`src/rtl/lcsr_pkg.sv`:
```
// Shared types and constants for the load-cell serial reader.
`default_nettype none
package lcsr_pkg;

  // Output sample width and configuration register geometry
  localparam int SAMPLE_W = 24;
  localparam int THR_W    = 24;
  localparam int GAIN_W   = 2;
  localparam int CFG_W    = 24;
  localparam int IDX_W    = 2;

  // Configuration register indexes
  localparam logic [IDX_W-1:0] REG_GAIN  = 2'd0;
  localparam logic [IDX_W-1:0] REG_THR   = 2'd1;
  localparam logic [IDX_W-1:0] REG_PDOWN = 2'd2;

  // Reset values of the gain and threshold registers
  localparam logic [GAIN_W-1:0] GAIN_RESET = 2'd3;
  localparam logic [THR_W-1:0]  THR_RESET  = 24'd14000;

  // Per-tick status from the sequencer
  typedef struct packed {
    logic sck;
    logic done;
  } seq_stat_t;

  // One result transaction
  typedef struct packed {
    logic                       sck;
    logic                       sample_valid;
    logic signed [SAMPLE_W-1:0] sample;
    logic                       step;
  } res_t;

endpackage
`default_nettype wire

```
`src/rtl/load_cell_serial_reader_step_detect.sv`:
```
// Top level of the load-cell serial reader with step detection.
// Each input transaction is one half-period tick of the converter's serial clock and
// carries the data line level; each tick yields exactly one output transaction with
// the clock level to drive, plus a sample and step flag on the tick that ends a read.
// A read is DATA_BITS pulses (high tick, low tick) sampled MSB first, then 1 to 3
// gain pulses; the sample appears on the low tick of the last gain pulse. The block
// takes one tick per clock cycle while in_ready is high, and registers each tick's result
// in the output register; the sequencer next-state logic and the step compare are combinational.
// A two-deep output register absorbs one more tick under output stall, then drops in_ready.
`default_nettype none
module load_cell_serial_reader_step_detect import lcsr_pkg::*; #(
  parameter int DATA_BITS = 24
) (
  input  wire logic                       clk,
  input  wire logic                       rst,
  input  wire logic                       wr_en,
  input  wire logic [IDX_W-1:0]           wr_index,
  input  wire logic [CFG_W-1:0]           wr_data,
  input  wire logic                       in_valid,
  output logic                            in_ready,
  input  wire logic                       dout,
  output logic                            out_valid,
  input  wire logic                       out_ready,
  output logic                            sck,
  output logic                            sample_valid,
  output logic signed [SAMPLE_W-1:0]      sample,
  output logic                            step
);

  logic [GAIN_W-1:0]    gain_pulses;
  logic [THR_W-1:0]     step_threshold;
  logic                 power_down;
  logic                 accept;
  logic                 skid_valid;
  seq_stat_t            stat;
  logic [DATA_BITS-1:0] word;
  res_t                 res_c;
  res_t                 res_q;

  assign accept = in_valid && in_ready;

  // Configuration registers
  always_ff @(posedge clk) begin
    if (rst) begin
      gain_pulses    <= GAIN_RESET;
      step_threshold <= THR_RESET;
      power_down     <= 1'b0;
    end else if (wr_en) begin
      case (wr_index)
        REG_GAIN:  gain_pulses    <= wr_data[GAIN_W-1:0];
        REG_THR:   step_threshold <= wr_data[THR_W-1:0];
        REG_PDOWN: power_down     <= wr_data[0];
        default:   ;
      endcase
    end
  end

  lcsr_seq #(.DATA_BITS(DATA_BITS)) u_seq (
    .clk         (clk),
    .rst         (rst),
    .accept      (accept),
    .dout        (dout),
    .gain_pulses (gain_pulses),
    .power_down  (power_down),
    .stat        (stat),
    .word        (word)
  );

  lcsr_step #(.DATA_BITS(DATA_BITS)) u_step (
    .clk            (clk),
    .rst            (rst),
    .accept         (accept),
    .stat           (stat),
    .word           (word),
    .step_threshold (step_threshold),
    .res            (res_c)
  );

  lcsr_obuf u_obuf (
    .clk        (clk),
    .rst        (rst),
    .accept     (accept),
    .res_in     (res_c),
    .in_ready   (in_ready),
    .out_valid  (out_valid),
    .out_ready  (out_ready),
    .res_out    (res_q),
    .skid_valid (skid_valid)
  );

  assign sck          = res_q.sck;
  assign sample_valid = res_q.sample_valid;
  assign sample       = res_q.sample;
  assign step         = res_q.step;

  // Skid stage only fills behind a full output register
  a_skid_behind_out: assert property (@(posedge clk) disable iff (rst)
    skid_valid |-> out_valid)
    else $error("skid stage full with output register empty");

  // A read completes on a low tick of the serial clock
  a_done_low_tick: assert property (@(posedge clk) disable iff (rst)
    stat.done |-> !stat.sck)
    else $error("read completed on a high clock tick");

  // No step or sample value without a completed read
  a_quiet_without_sample: assert property (@(posedge clk) disable iff (rst)
    (out_valid && !sample_valid) |-> (!step && sample == '0))
    else $error("step or sample set without a completed read");

endmodule
`default_nettype wire

```
`src/rtl/lcsr_seq.sv`:
```
// Serial clock sequencer: data pulses, gain pulses and data-line shift register.
`default_nettype none
module lcsr_seq import lcsr_pkg::*; #(
  parameter int DATA_BITS = 24
) (
  input  wire logic                 clk,
  input  wire logic                 rst,
  input  wire logic                 accept,
  input  wire logic                 dout,
  input  wire logic [GAIN_W-1:0]    gain_pulses,
  input  wire logic                 power_down,
  output seq_stat_t                 stat,
  output logic      [DATA_BITS-1:0] word
);

  localparam int CW = $clog2(DATA_BITS + 1);

  localparam logic [1:0] PH_IDLE = 2'd0;
  localparam logic [1:0] PH_DATA = 2'd1;
  localparam logic [1:0] PH_GAIN = 2'd2;

  logic [1:0]           phase, phase_next;
  logic [CW-1:0]        cnt, cnt_next, cnt_inc;
  logic                 half, half_next;
  logic [DATA_BITS-1:0] shift, shift_next;
  logic [GAIN_W-1:0]    gain_eff;

  // A gain setting of zero behaves as one pulse
  assign gain_eff = (gain_pulses == '0) ? GAIN_W'(1) : gain_pulses;
  assign cnt_inc  = cnt + CW'(1);

  // Next-state logic for one tick
  always_comb begin
    phase_next = phase;
    cnt_next   = cnt;
    half_next  = half;
    shift_next = shift;
    stat.sck   = 1'b0;
    stat.done  = 1'b0;
    case (phase)
      PH_DATA: begin
        if (!half) begin
          stat.sck   = 1'b1;
          shift_next = {shift[DATA_BITS-2:0], dout};
          half_next  = 1'b1;
        end else begin
          half_next = 1'b0;
          cnt_next  = cnt_inc;
          if (cnt_inc >= CW'(DATA_BITS)) begin
            phase_next = PH_GAIN;
            cnt_next   = '0;
          end
        end
      end
      PH_GAIN: begin
        if (!half) begin
          stat.sck  = 1'b1;
          half_next = 1'b1;
        end else begin
          half_next = 1'b0;
          cnt_next  = cnt_inc;
          if (cnt_inc >= CW'(gain_eff)) begin
            stat.done  = 1'b1;
            phase_next = PH_IDLE;
            cnt_next   = '0;
          end
        end
      end
      default: begin
        phase_next = PH_IDLE;
        half_next  = 1'b0;
        cnt_next   = '0;
        if (power_down) begin
          stat.sck = 1'b1;
        end else if (!dout) begin
          phase_next = PH_DATA;
          shift_next = '0;
        end
      end
    endcase
  end

  // State registers advance only on an accepted tick
  always_ff @(posedge clk) begin
    if (rst) begin
      phase <= PH_IDLE;
      cnt   <= '0;
      half  <= 1'b0;
      shift <= '0;
    end else if (accept) begin
      phase <= phase_next;
      cnt   <= cnt_next;
      half  <= half_next;
      shift <= shift_next;
    end
  end

  assign word = shift;

endmodule
`default_nettype wire

```
`src/rtl/lcsr_step.sv`:
```
// Sample conversion, step detection and previous-sample register.
`default_nettype none
module lcsr_step import lcsr_pkg::*; #(
  parameter int DATA_BITS = 24
) (
  input  wire logic                 clk,
  input  wire logic                 rst,
  input  wire logic                 accept,
  input  wire seq_stat_t            stat,
  input  wire logic [DATA_BITS-1:0] word,
  input  wire logic [THR_W-1:0]     step_threshold,
  output res_t                      res
);

  localparam int SW = (DATA_BITS > SAMPLE_W) ? DATA_BITS : SAMPLE_W;
  localparam int DW = SAMPLE_W + 2;

  localparam logic signed [SW-1:0] SAT_MAX = SW'(24'sh7FFFFF);
  localparam logic signed [SW-1:0] SAT_MIN = SW'(24'sh800000);

  logic signed [SW-1:0]       wide;
  logic signed [SAMPLE_W-1:0] sample_c;
  logic signed [SAMPLE_W-1:0] prev_sample;
  logic signed [DW-1:0]       diff;
  logic                       step_c;

  // Sign-extend the word, saturating when it is wider than the sample
  always_comb begin
    wide = SW'($signed(word));
    if (wide > SAT_MAX) begin
      sample_c = SAT_MAX[SAMPLE_W-1:0];
    end else if (wide < SAT_MIN) begin
      sample_c = SAT_MIN[SAMPLE_W-1:0];
    end else begin
      sample_c = wide[SAMPLE_W-1:0];
    end
  end

  // Rise test on full-range values, no wrap
  assign diff   = DW'(sample_c) - $signed({2'b00, step_threshold});
  assign step_c = (sample_c != '1) && (diff > DW'(prev_sample));

  // Result for this tick
  always_comb begin
    res.sck          = stat.sck;
    res.sample_valid = stat.done;
    res.sample       = stat.done ? sample_c : '0;
    res.step         = stat.done & step_c;
  end

  always_ff @(posedge clk) begin
    if (rst) begin
      prev_sample <= '0;
    end else if (accept && stat.done) begin
      prev_sample <= sample_c;
    end
  end

endmodule
`default_nettype wire

```
`src/rtl/lcsr_obuf.sv`:
```
// Output register with a skid stage so one more input tick is taken under a stall.
`default_nettype none
module lcsr_obuf import lcsr_pkg::*; (
  input  wire logic clk,
  input  wire logic rst,
  input  wire logic accept,
  input  wire res_t res_in,
  output logic      in_ready,
  output logic      out_valid,
  input  wire logic out_ready,
  output res_t      res_out,
  output logic      skid_valid
);

  res_t out_res;
  res_t skid_res;

  assign in_ready = !skid_valid;
  assign res_out  = out_res;

  // Control flags
  always_ff @(posedge clk) begin
    if (rst) begin
      out_valid  <= 1'b0;
      skid_valid <= 1'b0;
    end else if (out_valid && out_ready) begin
      if (skid_valid) begin
        skid_valid <= 1'b0;
      end else if (!accept) begin
        out_valid <= 1'b0;
      end
    end else if (!out_valid) begin
      if (accept) begin
        out_valid <= 1'b1;
      end
    end else if (accept) begin
      skid_valid <= 1'b1;
    end
  end

  // Payload, no reset needed
  always_ff @(posedge clk) begin
    if (out_valid && out_ready) begin
      if (skid_valid) begin
        out_res <= skid_res;
      end else if (accept) begin
        out_res <= res_in;
      end
    end else if (!out_valid) begin
      if (accept) begin
        out_res <= res_in;
      end
    end else if (accept) begin
      skid_res <= res_in;
    end
  end

endmodule
`default_nettype wire

```
`config.mk`:
```
export PLATFORM = sky130hd
export DESIGN_NAME = load_cell_serial_reader_step_detect
export DESIGN_NICKNAME = d
export VERILOG_FILES = /design/src/rtl/lcsr_pkg.sv /design/src/rtl/load_cell_serial_reader_step_detect.sv /design/src/rtl/lcsr_seq.sv /design/src/rtl/lcsr_step.sv /design/src/rtl/lcsr_obuf.sv
export SDC_FILE = /design/constraint.sdc
export NUM_CORES = 1
export LEC_CHECK = 0
export BUFFER_PORTS_ARGS = -buffer_cell sky130_fd_sc_hd__buf_2
export CAP_MARGIN = 20
export CORE_MARGIN = 2
export CORE_UTILIZATION = 55
export CTS_BUF_LIST = sky130_fd_sc_hd__clkbuf_4 sky130_fd_sc_hd__clkbuf_8
export DETAILED_ROUTE_END_ITERATION = 10
export PLACE_DENSITY_LB_ADDON = 0.08
export SKIP_LAST_GASP = 1
export SLEW_MARGIN = 10
export SYNTH_ARGS = -nofsm -noshare
export SYNTH_HDL_FRONTEND = slang
export SYNTH_SLANG_ARGS = --single-unit
```
`constraint.sdc`:
```
create_clock -name clk -period 12.81 [get_ports clk]
set_clock_uncertainty 0.15 [all_clocks]
set_input_delay 2.562 -clock clk [delete_from_list [all_inputs] [get_ports clk]]
set_output_delay 2.562 -clock clk [all_outputs]
set_load 0.05 [all_outputs]
```
# Yosys cells after proc, flatten, opt, wreduce, memory -nomap -nowiden

Index checks and enable logic that the tools add are counted.

Multipliers: 0
Eq/ne operators: 15
Reduce and logical (&&, ||, !) cells: 18
Divide/modulo/power cells: 0
Add/sub/neg operators: 2
Shift operators: 0
Multiplexer cells: 36
$lt $le $gt $ge: 5
Bitwise gates (word level): 3

Operator list:

| operator               | number |
|---|---|
| $mux W24               | 6 |
| $mux W27               | 4 |
| $pmux W24 S2           | 1 |
| $gt A26 B24 Y1         | 1 |
| $sub A24 B25 Y26       | 1 |
| $gt A24 B24 Y1 const B | 1 |
| $lt A24 B24 Y1 const B | 1 |
| $ne A24 B24 Y1 const B | 1 |
| $mux W5                | 4 |
| $mux W1                | 13 |
| $mux W2                | 6 |
| $ne A2 B1 Y1 const B   | 6 |
| $pmux W5 S2            | 1 |
| $reduce_and A2 Y1      | 5 |
| $reduce_and A5 Y1      | 2 |
| $ne A2 B2 Y1 const B   | 4 |
| $reduce_and A3 Y1      | 2 |
| $add A5 B1 Y5 const B  | 1 |
| $ge A5 B2 Y1           | 1 |
| $ge A5 B5 Y1 const B   | 1 |
| $eq A2 B1 Y1 const B   | 2 |
| $eq A2 B2 Y1 const B   | 2 |
| $logic_and A1 B1 Y1    | 4 |
| $logic_not A2 Y1       | 2 |
| 5 further kinds        | 7 |

Logic and storage cells: 97
RAM bits: 0
Memories kept: 0
Latch bits: 0
Output and inout port bits: 29
ROM bits: 0
Register bits after elaboration: 139

# Logic depth before layout (Yosys ltp)

Depth in word-level cells: 10
Depth in mapped cells: 21

# Hierarchy

A second synthesis with hierarchy kept.

Cell total of the unflattened synthesis: 919
Area, all modules: 8,358.0 um2

By module, submodules not included:

| module                              | area each (um2) | cells each | instances | seq. area each (um2) |
|---|---|---|---|---|
| lcsr_step                           | 3,140.5         | 450        | 1         | 480.5 |
| lcsr_obuf                           | 2,482.4         | 161        | 1         | 1,661.6 |
| lcsr_seq                            | 1,531.5         | 188        | 1         | 640.6 |
| load_cell_serial_reader_step_detect | 1,203.7         | 120        | 1         | 540.5 |

# Worst setup path before layout

Ideal clock, no wire load.

Path kind: input -> register
Start: in out_ready
End: reg u_obuf.skid_res[0] in the netlist's numbering (enable)
Slack: 7.716 ns
Stages on the path: 2
Required time: 12.249 ns
Arrival time: 4.534 ns
Cells stage by stage: nand2b_1 > nor2_1

Longest elaborated chain between the ends: 3

Ends and longest elaborated chain:

| item                               | line                                      | source |
|---|---|---|
| start, declared                    | load_cell_serial_reader_step_detect.sv:23 | `input wire logic out_ready,` |
| $logic_and A1 B1 Y1                | lcsr_obuf.sv:43                           | `if (out_valid && out_ready) begin` |
| $not A1 Y1 (no source line)        | -                                         |  |
| $reduce_and A3 Y1 (no source line) | -                                         |  |
| end signal, assigned               | lcsr_obuf.sv:54                           | `skid_res <= res_in;` |
| end, declared                      | lcsr_obuf.sv:16                           | `res_t skid_res;` |

Every way passes these cells.
A chain may end at the register's enable or synchronous reset.

# Worst setup path in the final report

Start: reg u_seq.shift[1] (netlist: u_seq.word[1])
End: reg u_obuf.out_res (netlist bit u_obuf.res_out[0]), data pin

Longest elaborated chain between the ends: 10

Ends and longest elaborated chain:

| item                        | line                             | source |
|---|---|---|
| start, declared             | lcsr_seq.sv:25                   | `logic [DATA_BITS-1:0] shift, shift_next;` |
| start signal, assigned      | lcsr_seq.sv:94                   | `shift <= shift_next;` |
| $lt A24 B24 Y1              | lcsr_step.sv:32                  | `end else if (wide < SAT_MIN) begin` |
| $mux W24                    | lcsr_step.sv:32                  |  |
| $mux W24 (*)                | lcsr_step.sv:30                  | `if (wide > SAT_MAX) begin` |
| $sub A24 B25 Y26            | lcsr_step.sv:40                  | `assign diff = DW'(sample_c) - $signed({2'b00, step_threshold});` |
| $gt A26 B24 Y1              | lcsr_step.sv:41                  | `assign step_c = (sample_c != '1) && (diff > DW'(prev_sample));` |
| $logic_and A1 B1 Y1 (*)     | lcsr_step.sv:41                  |  |
| $and A1 B1 Y1 (*)           | lcsr_step.sv:48                  | `res.step = stat.done & step_c;` |
| $mux W27 (*)                | lcsr_obuf.sv:46, lcsr_obuf.sv:50 |  |
| $mux W27 (on tied branches) | lcsr_obuf.sv:49, lcsr_obuf.sv:44 |  |
| $mux W27 (*)                | lcsr_obuf.sv:43                  |  |
| end signal, assigned        | lcsr_obuf.sv:45                  | `out_res <= skid_res;` |
| end signal, assigned        | lcsr_obuf.sv:47                  | `out_res <= res_in;` |
| end signal, assigned        | lcsr_obuf.sv:51                  | `out_res <= res_in;` |
| end, declared               | lcsr_obuf.sv:15                  | `res_t out_res;` |

Mark *: on every way between the ends. The rest lies on a longest branch, timed or not. The select of a mux whose other input is x is not followed.

==> summary.md <==
| Metric | Value |
|---|---|
| Outcome | `finished clean` |
| Yosys warns | `0` |
| Largest net degree at the start of global routing | `86` |
| Core area | `0.0132 mm2` |
| Worst R2R Path Depth | `17` |
| Post-CTS setup buffer count | `0` |
| Top area cells in the synthesized netlist | `dfxtp_1, edfxtp_1, ha_1` |
| Unique masters post-synth | `55` |
| Num CTS Buffers | `17` |
| H-tree levels | `4` |
| Top delay family on crit path | `compound AO/OA/AOI/OAI gates` |
| Post-synth net total | `956` |
| Die width | `120 um` |
| Crit path buf inv count | `0` |
| Diode count | `0` |
| Seq/Total Area, Yosys | `44.8%` |
| Most used cell, CP | `ha_1` |
| Post-synthesis adder-cell area fraction | `9.72%` |
| Post-synthesis mux area share | `0.405%` |
| Clock latency on the worst-skew pair | `0.46 ns` |
| GPL Wtd Cong | `0.872` |
| Unrepaired setup endpoints after global routing | `no` |
| Share of cells above drive strength 1 | `12.0%` |
| Largest family of logic cells by synthesized area | `simple AND/OR/NAND/NOR gates` |
| CP endpoint kind | `register` |
| Hold Violations, Final | `0` |
| CTS tree | `built` |
| Initial DRC count | `396` |
| Final Setup Violations | `0` |
| Hold_buf cts | `0` |
| FF-to-FF Start | `u_seq.word[1]$_SDFFE_PP0P_` |
| Kind of critical path | `register to register` |
| #FFs+latches synth | `139` |
| Initial Util | `56.2%` |
| Min-Delay Path Class | `register to register` |
| Detailed Place HPWL | `11900 um` |
| Largest area contributor in the netlist | `dfxtp_1` |
| Max-slew violation count | `0` |
| WL final | `17300 um` |
| F_max | `208 MHz` |
| Vias in the first global route | `5847` |
| Slew headroom | `28.4%` |
| Final non-filler cell total | `1082` |
| Critical path arrival | `4.86 ns` |
| Crit share post-route | `37.6%` |
| Die Area | `0.0144 mm2` |
| CP required | `12.86 ns` |
| Clock Path Buffers | `2` |
| Max Cap Viol | `0` |
| Pre-antenna DRT Iters | `5` |
| DRC | `0` |
| Crit path from | `u_seq.word[1]$_SDFFE_PP0P_` |
| CP Launch Type | `register` |
| Yosys top cell area share | `22.9%` |
| Cell total after placement | `1048` |
| Total GRT Usage | `25.0%` |
| Multi-input gate area | `0.00363 mm2` |
| Site Rows | `42` |
| Post-Syn Area | `0.00742 mm2` |
| Power per Cell Area | `128 mW/mm2` |
| EDFF count, synth | `54` |
| Area Overhead vs Synth | `11.6%` |
| Reg2reg setup slack | `7.99 ns` |
| Slowest cell on crit path | `dfxtp_1` |
| Minimum clock period | `4.82 ns` |
| Register Area | `0.00332 mm2` |
| Die height | `120 um` |
| Compound-Gate Fraction of Synth Area | `16.1%` |
| Top_reg_cell synth | `dfxtp_1` |
| Crit path largest cell delay | `0.47 ns` |
| Antenna violations before repair | `0` |
| VDD IR max | `0.0643 mV` |
| Buffers on Ports | `60` |
| Crit path to | `u_obuf.res_out[0]$_DFFE_PP_` |
| Synth Area in Simple Gates | `19.7%` |
| Clock slew at reported path FFs | `0.08 ns` |
| Total gr overflow | `0` |
| CTS resizes | `0` |
| CTS Sinks | `139` |
| Io pins | `61` |
| Via Count | `6106` |
| CP Cell Sequence | `ha_1 > nor2b_1 > o31a_1 > a311o_2 > a211oi_2 > a21boi_2 > a22o_4 > nor4_1 > a311oi_1 > ha_1 > nand4_1 > or2_2 > nor3_1 > o31ai_1 > o211ai_1 > mux2i_1 > o21ai_0` |
| Post-synth ARST share | `0%` |
| Least-Margin Pin Slew | `1.07 ns` |
| Global-route wire length before repair | `28400 um` |
| WL per Instance | `16.0 um` |
| FILL cells | `1157` |
| WP depth | `17` |
| Crit-path max FO | `7` |
| Routed Antenna Nets | `0` |
| Synth Area in XOR/XNOR | `2.83%` |
| Reg2reg end | `u_obuf.res_out[0]$_DFFE_PP_` |
| Mapped Avg Cell Area | `8.55 um2` |
| Sum Neg Setup Slack | `0 ns` |
| Nets | `982` |
| Vias per cell | `5.64` |
| Root buffer cell | `clkbuf_8` |
| Leakage | `3.23 nW` |
| Syn Inst Count | `867` |
[sequential cells by signal, indices dropped and copies added, names as in the netlist, 2 cells and up]
register and count:
u_obuf.res_out 27, u_seq.phase 2, u_step.prev_sample 24, u_seq.cnt 5
step_threshold 24, u_seq.word 24, gain_pulses 2, u_obuf.skid_res 27
[cells in the mapped netlist (all sizes together) (5+ instances only)]
| cell type | count |
|---|---|
| ha | 56 |
| o21ai | 18 |
| nand4 | 15 |
| inv | 65 |
| o22ai | 28 |
| nand3 | 31 |
| nand2b | 6 |
| nor3 | 9 |
| nor2 | 85 |
| a211o | 10 |
| dfxtp | 85 |
| xor2 | 9 |
| and2 | 26 |
| a21o | 12 |
| a31oi | 5 |
| clkbuf | 56 |
| xnor2 | 15 |
| buf | 5 |
| a21oi | 95 |
| nand2 | 125 |
| edfxtp | 54 |
| nor2b | 8 |
[tightest hold or removal path, cell delays in order, from the launching register on]
cell and delay, ns:
dfxtp_1 0.31, nand2_1 0.05, a21oi_1 0.05
[layout make-up]
class / count / share of cell area [%]
Timing Repair Buffer: 68 / 4.54
Clock inverter: 14 / 2.93
Sequential cell: 139 / 40.2
Inverter: 65 / 2.95
Multi-Input combinational cell: 602 / 43.8
Clock buffer: 18 / 2.92
Tap cell: 176 / 2.66
[power by group]
group | total [W] | leakage, nW | internal, W | switching, W
clock | 0.000432 | 0.245 | 0.000255 | 0.000177
combinational | 0.000140 | 1.73 | 0.0000393 | 0.000101
sequential | 0.000488 | 1.25 | 0.000478 | 0.00000956
[stage by stage]
step                      power (W)  util (%)  worst slack (ns)  hold slack [ns]  cell area, um2
after floorplan            0.000601         -              7.72            0.286            7420
after global placement     0.000634      58.8              7.90            0.293            7760
after detailed placement   0.000637      58.8              7.85            0.297            7760
after CTS                   0.00107      62.5              7.96            0.307            8250
after global routing        0.00110      62.7              7.64            0.327            8280
final                       0.00106      62.7              7.99            0.307            8280
[how the worst min path moves through the flow]
| stage | start | to | slack (ns) | cells after the start |
|---|---|---|---|---|
| 4_1_cts | u_step.prev_sample[13]$_SDFFE_PP0P_ | u_step.prev_sample[13]$_SDFFE_PP0P_ | 0.31 | 2 |
| 3_3_place_gp | u_step.prev_sample[5]$_SDFFE_PP0P_ | u_step.prev_sample[5]$_SDFFE_PP0P_ | 0.29 | 2 |
| 3_5_place_dp | u_step.prev_sample[13]$_SDFFE_PP0P_ | u_step.prev_sample[13]$_SDFFE_PP0P_ | 0.30 | 2 |
| 2_1_floorplan | step_threshold[11]$_SDFFE_PP0P_ | step_threshold[11]$_SDFFE_PP0P_ | 0.29 | 2 |
| 6_report | u_step.prev_sample[4]$_SDFFE_PP0P_ | u_step.prev_sample[4]$_SDFFE_PP0P_ | 0.31 | 2 |
| 5_1_grt | step_threshold[14]$_SDFFE_PP0P_ | step_threshold[14]$_SDFFE_PP0P_ | 0.33 | 2 |
[layer usage]
metal	wire length, um	share of wire [%]	track usage, %	vias to the layer above
met3	919	5.3	5.47	32
met2	8040	46	39.7	172
li1	-	-	-	3026
met5	0	0	0	-
met1	7940	46	33.0	2876
met4	416	2.4	10.9	0
[placed cells by master (no fill, tap or decap), types with 15 or more instances in the layout]
master / n
o22ai_1: 28
nand3_1: 31
buf_2: 60
dfxtp_1: 85
xnor2_1: 15
a21oi_1: 95
and2_1: 26
clkbuf_8: 17
inv_1: 65
nand2_1: 125
edfxtp_1: 54
nand4_1: 15
ha_1: 56
nor2_1: 84
[cell families (layout without fill, tap and decap cells)]
logic type               after synthesis  after routing
flip-flops                           139            139
AO/OA/AOI/OAI                        195            195
adder cells (fa/ha/maj)               57             57
buffers and inverters                126            165
AND/OR/NAND/NOR                      323            323
multiplexers                           3              3
XOR/XNOR                              24             24
No activity file was read; power rests on OpenSTA's default activity.
